<file path="src/rtl/mlft_pkg.sv">
// Shared types and constants for the MAC learning forwarding table.
package mlft_pkg;

  localparam int unsigned MAC_W   = 48;
  localparam int unsigned PORT_W  = 4;
  localparam int unsigned MASK_W  = 16;
  localparam int unsigned PCNT_W  = 5;
  localparam int unsigned APB_DW  = 32;
  localparam int unsigned APB_AW  = 3;

  // Register word indexes on the configuration port.
  localparam logic REG_NPORTS = 1'b0;

  localparam logic [PCNT_W-1:0] NPORTS_RST = 5'd16;

  // Frame sequencing states.
  typedef enum logic [0:0] {
    ST_IDLE,
    ST_LEARN
  } state_e;

  // Command broadcast to every cell of the table.
  typedef struct packed {
    logic              match_en;
    logic              learn_en;
    logic              any_src;
    logic [MAC_W-1:0]  cmp_src;
    logic [MAC_W-1:0]  cmp_dst;
    logic [MAC_W-1:0]  wr_mac;
    logic [PORT_W-1:0] wr_port;
  } cell_cmd_t;

  // Status that each cell reports.
  typedef struct packed {
    logic              used;
    logic              src_hit;
    logic              dst_hit;
    logic [PORT_W-1:0] port;
  } cell_stat_t;

  // Miss result of the flood logic.
  typedef struct packed {
    logic [PORT_W-1:0] egress_port;
    logic              egress_valid;
    logic [MASK_W-1:0] flood_mask;
  } flood_t;

endpackage

</file>
<file path="src/rtl/mlft_cell.sv">
// One table entry: stored MAC and port, match flags and append logic.
module mlft_cell (
  input  logic                 clk_i,
  input  logic                 rst_ni,
  input  mlft_pkg::cell_cmd_t  cmd_i,
  input  logic                 prev_used_i,
  output mlft_pkg::cell_stat_t stat_o
);
  import mlft_pkg::*;

  logic              used_q, used_d;
  logic              src_hit_q, dst_hit_q;
  logic [MAC_W-1:0]  mac_q;
  logic [PORT_W-1:0] port_q;
  logic              append;

  // The first free cell after a used neighbor takes a new entry.
  assign append = cmd_i.learn_en && !cmd_i.any_src && !used_q && prev_used_i;

  always_comb begin
    used_d = used_q;
    if (append) begin
      used_d = 1'b1;
    end
  end

  always_ff @(posedge clk_i or negedge rst_ni) begin
    if (!rst_ni) begin
      used_q <= 1'b0;
    end else begin
      used_q <= used_d;
    end
  end

  // Match flags against the table contents before this frame's learn.
  always_ff @(posedge clk_i) begin
    if (cmd_i.match_en) begin
      src_hit_q <= used_q && (mac_q == cmd_i.cmp_src);
      dst_hit_q <= used_q && (mac_q == cmd_i.cmp_dst);
    end
  end

  // Entry write: port refresh on a source hit, full write on append.
  always_ff @(posedge clk_i) begin
    if (append) begin
      mac_q  <= cmd_i.wr_mac;
      port_q <= cmd_i.wr_port;
    end else if (cmd_i.learn_en && cmd_i.any_src && src_hit_q) begin
      port_q <= cmd_i.wr_port;
    end
  end

  assign stat_o.used    = used_q;
  assign stat_o.src_hit = src_hit_q;
  assign stat_o.dst_hit = dst_hit_q;
  assign stat_o.port    = port_q;

endmodule

</file>
<file path="config.mk">
export PLATFORM = sky130hd
export DESIGN_NAME = mlft_cell
export DESIGN_NICKNAME = d
export VERILOG_FILES = /design/src/rtl/mlft_pkg.sv /design/src/rtl/mlft_cell.sv
export SDC_FILE = /design/constraint.sdc
export NUM_CORES = 1
export LEC_CHECK = 0
export ABC_AREA = 1
export BUFFER_PORTS_ARGS = -buffer_cell sky130_fd_sc_hd__buf_4
export CORE_MARGIN = 4
export CORE_UTILIZATION = 45
export CTS_BUF_LIST = sky130_fd_sc_hd__clkbuf_4
export CTS_CLUSTER_SIZE = 24
export DETAILED_ROUTE_END_ITERATION = 16
export HOLD_SLACK_MARGIN = 0.06
export PLACE_DENSITY = 0.82
export SYNTH_ARGS = -nofsm -noshare
export SYNTH_HDL_FRONTEND = slang
export SYNTH_SLANG_ARGS = --single-unit
</file>
<file path="constraint.sdc">
create_clock -name clk_i -period 5.8 [get_ports clk_i]
set_input_delay 0.87 -clock clk_i [delete_from_list [all_inputs] [get_ports clk_i]]
set_output_delay 0.87 -clock clk_i [all_outputs]
set_load 0.01 [all_outputs]
</file>
# Word-level counts from Yosys, hierarchy flattened
# Index checks and enable logic that the tools add are counted.
word_totals:
  reg_bits: 55
  latchBits: 0
  mem_bits_rw: 0
  romBits: 0
  in_bits: 154
  output_inout_bits: 7
  wordCells: 19
  memories: 0
op_classes:
  addsub: 0
  mul: 0
  div_mod_pow: 0
  magnitude_cmp: 0
  n_eq_ne: 2
  shift: 0
  n_mux: 2
  bitwise: 0
  n_reduce_logical: 10
op_table:
  columns: ["op", "n"]
  rows:
  - ["$eq 48x48->1", 2]
  - ["$mux 4", 2]
  - ["$logic_and 1x1->1", 7]
  - ["$logic_not 1->1", 2]
  - ["$reduce_bool 2->1", 1]

# Longest topological paths before layout
depth:
  depth_word: 5
  ltp_mapped: 10

# Worst setup path before layout
# No wires, ideal clock.
synth_path:
  kind: "input port to flip-flop"
  startpoint: "in cmd_i[148] in the netlist's numbering"
  endpoint: "reg mac_q[0] (enable)"
  setup_time_ns: 0.402
  arrival_ns: 1.990
  required_ns: 5.398
  slack_ns: 3.408
  path_stages: 3
  n_path_buf: 0
  cell_sequence: "inv_1 > nand4_1 > inv_1"
synth_between:
  elab_chain_len: 4
synth_rtl:
  columns: ["item", "line_no", "text"]
  rows:
  - ["start, declared", "mlft_cell.sv:5", "input mlft_pkg::cell_cmd_t cmd_i,"]
  - ["$logic_not 1->1", "mlft_cell.sv:18", "assign append = cmd_i.learn_en && !cmd_i.any_src && !used_q && prev_used_i;"]
  - ["$logic_and 1x1->1 (3 in series)", "mlft_cell.sv:18", null]
  - ["via append", "mlft_cell.sv:15", "logic append;"]
  - ["end signal, assigned", "mlft_cell.sv:46", "mac_q <= cmd_i.wr_mac;"]
  - ["end, declared", "mlft_cell.sv:13", "logic [MAC_W-1:0] mac_q;"]
# The timed path passes the listed nets, and every way through them passes these cells.
# A chain may end at the register's enable or synchronous reset.

# Worst setup path after layout
layout_path:
  startpoint: "in cmd_i[148] in the netlist's numbering"
  endpoint: "reg mac_q[25] (enable)"
# Same word-level chain as after synthesis.

==> summary.txt <==
Setup path
  • Startpoint types: input pin
  • CP peak stage delay: 0.80 ns
  • WP buf/inv: 3
  • CP arrival: 2.00 ns
  • CP Capture Type: register
  • Worst reg2reg startpoint: used_q
  • Worst-path maximum fanout: 48
  • Slowest-stage cell, CP: inv_2
  • CP cell instances: buf_4 -> inv_1 -> nand4_1 -> inv_2
  • Worst endpoint required time: 5.79 ns
  • Worst-case reg-to-reg path depth: 3
  • Critical path type: input pin to register
  • Worst R2R End: mac_q[25]
  • R2R setup slack: 3.90 ns
  • CP delay by family, top: buffers and inverters

CTS
  • Clk buf depth: 2
  • CTS tree: yes
  • Clk Latency, worst-skew pair: 0.38 ns
  • Number of setup buffers added after CTS: 0
  • TritonCTS Sinks: 55
  • H-tree Lvls: 2
  • Root buf cell: clkbuf_4
  • Clock-pin transition on the worst setup and hold timing paths: 0.15 ns
  • Clock buffers created by TritonCTS: 5
  • CTS resizes: 0
  • Cts hold-fix bufs: 0

Detailed routing
  • Via density: 4.61
  • Post-Route WL: 9780 um
  • ANT nets after route: 0
  • DRT iter0 DRCs: 194
  • Remaining DRCs: 0
  • Via count: 3257
  • Post-DR wirelength/cell: 13.9 um
  • DRT Pass-1 Iters: 5

Die
  • Die ar.: 8780 um^2
  • I/O Pins: 161
  • Core region area: 6940 um^2
  • Initial core utilization: 0.476
  • Row Count: 30
  • Die X: 93.7 um
  • Die H: 93.7 um

Global route
  • Maximum number of pins on one net before global-route repair: 49
  • GRT Util Overall: 0.222
  • GRT overflow: 0
  • First-pass GRT wire length: 15000 um
  • Vias in the first global route: 3308
  • Initial antenna violation count: 0

STA
  • Final setup violating endpoints: 0
  • Final worst slack: 3.80 ns
  • Final period utilization: 0.345
  • Worst Hold Slack: 0.240 ns
  • Slew margin rel.: 0.302
  • Crit path time final: 2.00 ns
  • Fin. max-slew vios: 0
  • Clk_skew: 0.0195 ns
  • Max Clk Rate: 500 MHz
  • Hold Violations, Final: 0
  • Setup TNS: 0 ns
  • Worst slew pin tran: 1.05 ns
  • RSZ-0062 raised after global routing: no

Synthesis
  • Post-Syn Area: 3300 um^2
  • Netlist cell types: 13
  • Mapped Cells: 445
  • Syn Area/Cell: 7.43 um^2
  • Post-synthesis sequential area ratio: 0.498
  • Synthesis-stage register bit count: 55
  • Synth Warn #: 0
  • Mapped Nets: 599

Power and ir drop
  • Pleak: 2.43 nW
  • Sw power: 0.000166 W
  • Gate power share: 0.167
  • Pwr Density: 168 nW/um^2
  • Clock power frac: 0.278
  • Switching Fraction: 0.211
  • Peak VDD IR: 86.2 uV
  • Internal Power: 0.000622 W
  • Register share of total power: 0.554

Min path
  • Worst min-delay path category: input pin to async pin

Finish
  • Nets@finish: 763
  • Layout cells sized above 1: 0.279
  • Area delta synth->final: 41.8%
  • Antenna cell count: 0

Run
  • Max-cap check violation count: 0

Placement
  • Gp weighted congestion: 0.868
  • Setup slack at placement: 3.39 ns
  • IO Port Bufs: 160
  • Detailed placer's ending HPWL: 8350 um

Run status
  • Status: finished clean
==> stage by stage <==
| stage | instance area (um^2) | util | power [W] | instances |
|---|---|---|---|---|
| global route | 4690 | 0.675 | 0.000825 | 706 |
| detailed placement | 4600 | 0.663 | 0.000577 | 698 |
| CTS | 4690 | 0.675 | 0.000794 | 706 |
| floorplan | 3300 | - | 0.000483 | 445 |
| global placement | 4600 | 0.663 | 0.000574 | 698 |
| finish | 4690 | 0.675 | 0.000788 | 706 |
==> Yosys cell counts, drive strengths merged <==
library cell / count / area share
dfrtp: 1 / 0.0076
or2: 1 / 0.0019
nand2: 162 / 0.18
buf: 3 / 0.0068
o21ai: 43 / 0.065
o211ai: 2 / 0.0045
xor2: 6 / 0.016
nand3: 7 / 0.011
edfxtp: 54 / 0.49
inv: 96 / 0.11
nor2: 53 / 0.060
xnor2: 15 / 0.040
nand4: 2 / 0.0038
==> state kept, by name, summed over array words and instances (netlist names) <==
register / flops
dst_hit_q: 1
port_q: 4
used_q: 1
mac_q: 48
src_hit_q: 1
==> kinds of logic after synthesis <==
group / count (synthesis) / synth area share
buffers and inverters: 99 / 0.116
flip-flops: 55 / 0.498
AND/OR/NAND/NOR: 225 / 0.261
AO/OA/AOI/OAI: 45 / 0.0697
XOR/XNOR: 21 / 0.0557
==> layout by cell type (no fill, tap or decap), types with 6 or more instances in the layout <==
master	netlist	final
buf_4	3	160
clkbuf_4	0	7
edfxtp_1	54	54
inv_1	96	95
nand2_1	162	162
nand3_1	7	7
nor2_1	53	53
o21ai_0	43	43
xnor2_1	15	15
xor2_1	6	6
==> layer usage <==
layer  routed length [um]  track usage  up-vias
met2                 5130        0.416      133
met4                  132       0.0529        0
met3                  900       0.0489       12
li1                     -            -     1677
met1                 3620        0.254     1435
met5                    0            0        -
==> cell type report <==
class                           instances  area [um^2]
Fill cell                             601         2260
Timing Repair Buffer                  160         1200
Inverter                               96          360
Clock inverter                          1         30.0
Sequential cell                        55         1650
Multi-Input combinational cell        291         1270
Clock buffer                            7         52.6
Tap cell                               96          120
==> power groups by stage <==
stage	clock (W)	combinational [W]	sequential [W]
3_3_place_gp	0	0.000129	0.000446
6_report	0.000219	0.000132	0.000437
5_1_grt	0.000242	0.000146	0.000437
2_1_floorplan	0	0.0000367	0.000446
3_5_place_dp	0	0.000132	0.000446
4_1_cts	0.000225	0.000132	0.000437
==> worst max path at each step <==
stage | from | to | slack (ns) | cells past startpoint
after global routing | cmd_i[148] | mac_q[43] | 3.72 | 4
final | cmd_i[148] | mac_q[25] | 3.80 | 4
after CTS | cmd_i[148] | mac_q[21] | 3.79 | 4
after floorplan | cmd_i[148] | mac_q[0] | 3.41 | 3
after global placement | cmd_i[148] | mac_q[15] | 3.46 | 4
after detailed placement | cmd_i[148] | mac_q[3] | 3.39 | 4
No activity file was read; power rests on OpenSTA's default activity.
