File: src/rtl/mlft_pkg.sv
// Shared types and constants for the MAC learning forwarding table.
package mlft_pkg;

  localparam int unsigned MAC_W   = 48;
  localparam int unsigned PORT_W  = 4;
  localparam int unsigned MASK_W  = 16;
  localparam int unsigned PCNT_W  = 5;
  localparam int unsigned APB_DW  = 32;
  localparam int unsigned APB_AW  = 3;

  // Register word indexes on the configuration port.
  localparam logic REG_NPORTS = 1'b0;

  localparam logic [PCNT_W-1:0] NPORTS_RST = 5'd16;

  // Frame sequencing states.
  typedef enum logic [0:0] {
    ST_IDLE,
    ST_LEARN
  } state_e;

  // Command broadcast to every cell of the table.
  typedef struct packed {
    logic              match_en;
    logic              learn_en;
    logic              any_src;
    logic [MAC_W-1:0]  cmp_src;
    logic [MAC_W-1:0]  cmp_dst;
    logic [MAC_W-1:0]  wr_mac;
    logic [PORT_W-1:0] wr_port;
  } cell_cmd_t;

  // Status that each cell reports.
  typedef struct packed {
    logic              used;
    logic              src_hit;
    logic              dst_hit;
    logic [PORT_W-1:0] port;
  } cell_stat_t;

  // Miss result of the flood logic.
  typedef struct packed {
    logic [PORT_W-1:0] egress_port;
    logic              egress_valid;
    logic [MASK_W-1:0] flood_mask;
  } flood_t;

endpackage

File: src/rtl/mlft_flood.sv
// Flood set and representative egress for a lookup miss.
module mlft_flood #(
  parameter int unsigned MAX_PORTS = 16
) (
  input  logic [mlft_pkg::PCNT_W-1:0] nports_i,
  input  logic [mlft_pkg::PORT_W-1:0] in_port_i,
  output mlft_pkg::flood_t            flood_o
);
  import mlft_pkg::*;

  localparam int unsigned ACT_W = $clog2(MAX_PORTS + 1);

  logic [ACT_W-1:0] active;
  logic [63:0]      mask_wide;

  // Active ports, clamped to the number the switch has.
  always_comb begin
    if (32'(nports_i) > MAX_PORTS) begin
      active = ACT_W'(MAX_PORTS);
    end else begin
      active = ACT_W'(nports_i);
    end
  end

  // Every active port except the ingress port gets a copy.
  always_comb begin
    mask_wide = '0;
    for (int p = 0; p < MAX_PORTS && p < 64; p++) begin
      mask_wide[p] = (p < int'(active)) && (p != int'(in_port_i));
    end
  end

  // Lowest flood port is port 0, or port 1 when port 0 is the ingress.
  always_comb begin
    flood_o.flood_mask = mask_wide[MASK_W-1:0];
    if (in_port_i != '0) begin
      flood_o.egress_valid = (active >= ACT_W'(1));
      flood_o.egress_port  = '0;
    end else begin
      flood_o.egress_valid = (active >= ACT_W'(2));
      flood_o.egress_port  = PORT_W'(1);
    end
    if (!flood_o.egress_valid) begin
      flood_o.egress_port = '0;
    end
  end

endmodule

File: config.mk
export PLATFORM = sky130hd
export DESIGN_NAME = mlft_flood
export DESIGN_NICKNAME = d
export VERILOG_FILES = /design/src/rtl/mlft_pkg.sv /design/src/rtl/mlft_flood.sv
export SDC_FILE = /design/constraint.sdc
export NUM_CORES = 1
export LEC_CHECK = 0
export CORE_AREA = 5 5 42 44
export DETAILED_ROUTE_END_ITERATION = 10
export DIE_AREA = 0 0 47 49
export DONT_BUFFER_PORTS = 1
export PLACE_DENSITY_LB_ADDON = 0.05
export SLEW_MARGIN = 20
export SYNTH_ARGS = -nofsm -noshare
export SYNTH_HDL_FRONTEND = slang
export SYNTH_SLANG_ARGS = --single-unit
File: constraint.sdc
create_clock -name vclk -period 2
set_input_delay 0.4 -clock vclk [all_inputs]
set_output_delay 0.4 -clock vclk [all_outputs]
set_load 0.005 [all_outputs]
# [Word level (Yosys, flattened, before mapping)]
# Index checks and enable logic that the tools add are counted.
[totals] register_bits=0 latchBits=0 ram_bits=0 rom_bits=0 input_bits=9 out_inout_bits=21 mem_count=0
[op_classes] n_addsub=0 mul=0 n_div=0 order_cmp=19 eq_ne=15 n_shift=0 muxes=3 bitwise=0 n_reduce_logical=18
[ops] operator="< comparator 4 x 5 -> 1 bit, first input constant" count=8
[ops] operator="inequality test 4 bit, first input constant" count=8
[ops] operator="< comparator 3 x 5 -> 1 bit, first input constant" count=4
[ops] operator="logical AND 1 bit" count=16
[ops] operator="inequality test 3 x 4 -> 1 bit, first input constant" count=4
[ops] operator="< comparator 1 x 5 -> 1 bit, first input constant" count=2
[ops] operator="< comparator 2 x 5 -> 1 bit, first input constant" count=2
[ops] operator="inequality test 2 x 4 -> 1 bit, first input constant" count=2
[ops] operator="nonzero test 4 bit" count=2
[ops] operator="greater-or-equal comparator 5 x 1 -> 1 bit, second input constant" count=1
[ops] operator="greater-or-equal comparator 5 x 2 -> 1 bit, second input constant" count=1
[ops] operator="greater-than comparator 5 bit, second input constant" count=1
[ops] operator="two-way mux 5 bit" count=1
[ops] operator="two-way mux 4 bit" count=1
[ops] operator="inequality test 1 x 4 -> 1 bit, first input constant" count=1
[ops] operator="two-way mux 2 bit" count=1

# [Longest topological paths before layout]
# Gate-level depths: netlist of the first run.
[depth] ltp_word=5 mapped_depth=3 mapped_depth_nobuf=2

# [Worst setup path after synthesis of the first run]
# Ideal clock, no wire load.
[synth_timing] path_type="input port to output port" startpoint="input nports_i[3] in the netlist's numbering" endpoint="output flood_o[0] in the netlist's numbering" t_arrival_ns=1.218 required_ns=1.600 setup_slack_ns=0.382 cell_stages=3 path_buffers=1 cell_sequence="buf_6 > or4_4 > o21a_1"
[synth_lines] item="from (decl)" line="mlft_flood.sv:5" source="input logic [mlft_pkg::PCNT_W-1:0] nports_i,"
[synth_lines] item="to (decl)" line="mlft_flood.sv:7" source="output mlft_pkg::flood_t flood_o"

==> results.json, run 1 <==
{
  "status": "completed",
  "fmaxAchievable_ghz": 0.624,
  "grt_usage_pct": 9.47,
  "grt_use_met2_pct": 15.4,
  "maxCapViolCount": 0,
  "antennaDiodeCount": 0,
  "vias": 388,
  "worstPathArrival_ns": 1.20,
  "synth_cell_type_count": 25,
  "antenna_found_initial": 0,
  "post-route-drc-count": 0,
  "drv_slew": 0,
  "detail-route-antenna-nets": 0,
  "cp_max_fo": 8,
  "dp_cells": 60,
  "seq_area_frac_synth_pct": 0,
  "ys_warn_count": 0,
  "via_per_inst": 6.47,
  "nNetsFinal": 55,
  "grt_pass1_wl_mm": 1.75,
  "crit_path_max_incr_delay_ns": 0.58,
  "crit_type": "in -> out",
  "path_depth": 2,
  "critPathLaunchType": "input pin",
  "hpwl_um": 959,
  "grtUsageMet3_pct": 4.43,
  "setup-tns-final_ns": 0,
  "layout_common_cells": "6 x nor2_1, 6 x a31oi_1, 5 x a22oi_1",
  "overflow": 0,
  "leakage_nw": 0.0836,
  "worst_ir_drop_vdd_v": 0.0000409,
  "firstDrtPassIters": 4,
  "syn_inst": 50,
  "crit_family": "simple AND/OR/NAND/NOR gates",
  "area_growth_pct": -7.26,
  "cts_setup_buffers": 0,
  "register_area_um2": 0,
  "setup_violations": 0,
  "min_period_over_period_pct": 80.1,
  "hold_viol_final": 0,
  "power_density_nw_per_um2": 162,
  "rows": 14,
  "seq_cell_count": 0,
  "met1_usage_pct": 12.0,
  "cp_num_buf_inv": 0,
  "grt_busiest_layer": "met2",
  "die_width_um": 47,
  "grt_max_degree": 13,
  "rsz0062_at_grt": "no",
  "io_pins": 30,
  "wl_per_cell_um": 20.0,
  "hold_path.class": "in -> out",
  "min_path_cells": 1,
  "worstPathCellList": "or4_1 > a21o_1",
  "die_area_um2": 2300,
  "core_um2": 1400,
  "portBuffers": 0,
  "first_iter_violations": 14,
  "finalNonFillerCells": 60,
  "die_h_um": 49,
  "fin_crit_ns": 1.60,
  "end_kind": "output pin",
  "globalplace.congestion": 0.828,
  "wl_mm": 1.20,
  "hold_buffers": 0,
  "required_ns": 1.60,
  "syn_area_um2": 310,
  "clock_buffers": 0,
  "grt_pass1_vias": 337,
  "syn_avg_cell_area_um2": 6.21,
  "start_util_pct": 22.1,
  "post_cts_resized": 0,
  "drive_gt1_share_pct": 2.27,
  "cpMaxStageDelayCell": "or4_1"
}
## cells in the mapped netlist (all sizes together), types with 2 or more instances
cell    n  area, µm²
a221oi  2       17.5
o21ai   2       10.0
a31oi   6       37.5
a22oi   5       37.5
buf     5       38.8
nor2    6       22.5
a21oi   2       10.0
nor2b   3       18.8
clkbuf  3       11.3
nand2   2       7.51
a41oi   2       17.5
or4     2       18.8
## kinds of logic after synthesis
logic type      count (synthesis)  synth area share [%]
compound gates                 23                  52.0
simple gates                   17                  29.4
buf+inv                         9                  17.3
other cells                     1                  1.21
## layout make-up
class	count	area (µm²)
Fill cell	174	1110
Tap cell	16	20.0
Multi-Input combinational cell	43	264
Inverter	1	3.75
## power by group
part | leakage, nW | switching [mW] | internal [mW]
Clock | 0 | 0 | 0
Combinational | 0.0836 | 0.0282 | 0.0185
Sequential | 0 | 0 | 0
## stage by stage
step / hold slack (ns) / power, mW / setup slack, ns / utilization, % / area, µm²
floorplan: 0.868 / 0.0551 / 0.382 / - / 318
global placement: 0.884 / 0.0478 / 0.394 / 20.5 / 288
detailed placement: 0.883 / 0.0475 / 0.387 / 20.5 / 288
CTS: 0.883 / 0.0475 / 0.385 / 20.5 / 288
global route: 0.883 / 0.0524 / 0.386 / 20.5 / 288
finish: 0.878 / 0.0466 / 0.398 / 20.5 / 288
## routing by layer
metal,vias up,share of wire [%]
li1,183,-
met3,0,13
met1,188,35
met5,-,0
met4,0,0
met2,17,51
## final timing paths
kind | from | endpoint
max | in_port_i[1] | flood_o[16]
min | in_port_i[1] | flood_o[7]
No activity file was read; power rests on OpenSTA's default activity.
==> run 2, diff against run 1 <==
- clock period: 2 -> 1.3 ns (I/O delays scaled with it)
==> run 2 against run 1 <==
  * Cell area grew 1.3%
  * Utilization is 0.27 points higher
  * Worst setup slack got worse by 0.36 ns
  * First-iteration DRC count is 21% lower
  * Via count is 1.3% higher
  * Routed wire length rose by 5.1%
  * Combinational power grew 59%
  * Sequential cell count unchanged
  * Global-route usage increased by 1.3 points
  * Critical path depth unchanged
==> results.json, run 2 (synthesis gave the netlist of run 1 again) <==
{
  "cts_setup_buffers": 0,
  "stdcell_area_um2": 292,
  "required_ns": 1.04,
  "firstDrtPassIters": 4,
  "crit_family": "simple AND/OR/NAND/NOR gates",
  "die_area_um2": 2300,
  "dpl_cell_area_um2": 288,
  "fillers": 177,
  "fin_crit_ns": 1.27,
  "end_kind": "output pin",
  "cp_max_fo": 8,
  "layout_common_cells": "6 x nor2_1, 6 x a31oi_1, 5 x a22oi_1",
  "drv_slew": 0,
  "worstPathCellList": "or4_4 > a21o_1",
  "maxCapViolCount": 0,
  "cpMaxStageDelayCell": "or4_4",
  "io_pins": 30,
  "area_growth_pct": -6.05,
  "crit_path_max_incr_delay_ns": 0.54,
  "setup_violations": 0,
  "post-route-drc-count": 0,
  "first_iter_violations": 11,
  "worst_ir_drop_vdd_v": 0.0000537,
  "overflow": 0,
  "portBuffers": 0,
  "register_area_um2": 0,
  "leakage_nw": 0.0854,
  "min_to": "flood_o[13]",
  "die_h_um": 49,
  "post-route-util_pct": 20.8,
  "antenna_found_initial": 0,
  "core_um2": 1400,
  "multiInputGateArea_um2": 268,
  "wl_per_cell_um": 21.0,
  "nNetsFinal": 55,
  "fmaxAchievable_ghz": 0.791,
  "worstPathArrival_ns": 1.01,
  "grt_usage_pct": 10.7,
  "clock_buffers": 0,
  "rsz0062_at_grt": "no",
  "min_period_over_period_pct": 97.3,
  "die_width_um": 47,
  "min_from": "in_port_i[3]",
  "path_depth": 2,
  "grt_pass1_wl_mm": 1.96,
  "hold_viol_final": 0,
  "via_per_inst": 6.55,
  "detail-route-antenna-nets": 0,
  "start_util_pct": 22.1,
  "power_density_nw_per_um2": 254,
  "hold_path.class": "in -> out",
  "crit_type": "in -> out",
  "grt_max_degree": 13,
  "wl_mm": 1.26,
  "seq_cell_count": 0,
  "grt_pass1_vias": 356,
  "vias": 393,
  "critPathLaunchType": "input pin",
  "status": "completed",
  "hpwl_mm": 1.01,
  "rows": 14,
  "globalplace.congestion": 0.749,
  "drive_gt1_share_pct": 4.55,
  "cp_num_buf_inv": 0,
  "min_path_cells": 1,
  "antennaDiodeCount": 0
}
run 2: how the worst max path moves through the flow:
stage	from	to	slack, ns
2_1_floorplan	nports_i[4]	flood_o[0]	0.001
3_3_place_gp	in_port_i[1]	flood_o[16]	-0.02
6_report	in_port_i[1]	flood_o[16]	0.03
3_5_place_dp	in_port_i[1]	flood_o[16]	-0.03
5_1_grt	in_port_i[1]	flood_o[16]	0.03
4_1_cts	in_port_i[1]	flood_o[16]	0.03
run 2: final cells by class:
class,count,share of cell area [%]
well taps,16,6.87
inverters,1,1.29
multi-input cells,43,91.8
run 2: metrics by stage:
step	cells	setup WS, ns	total power, mW	TNS [ns]	hold WS, ns
floorplan	52	0.00116	0.0879	0	0.588
global placement	60	-0.0226	0.0733	-0.0226	0.605
detailed placement	60	-0.0254	0.0741	-0.0254	0.603
CTS	60	0.0305	0.0749	0	0.604
global route	60	0.0258	0.0832	0	0.604
finish	60	0.0350	0.0742	0	0.599
run 2: report_power, final:
group	switching (mW)	internal, mW	leakage, nW
clock	0	0	0
combinational	0.0450	0.0292	0.0854
sequential	0	0	0
run 2: per-layer routing:
| metal | share of wire [%] | vias up | track usage (%) |
|---|---|---|---|
| met5 | 0 | - | 0 |
| met4 | 0 | 0 | 0.922 |
| met3 | 15 | 0 | 5.17 |
| met2 | 46 | 26 | 14.9 |
| met1 | 40 | 186 | 15.4 |
| li1 | - | 181 | - |
run 2: what timing repair did:
item	4_1_cts	5_1_grt
hold buffers	0	0
setup endpoints to repair	1	0
resized for setup	1	0
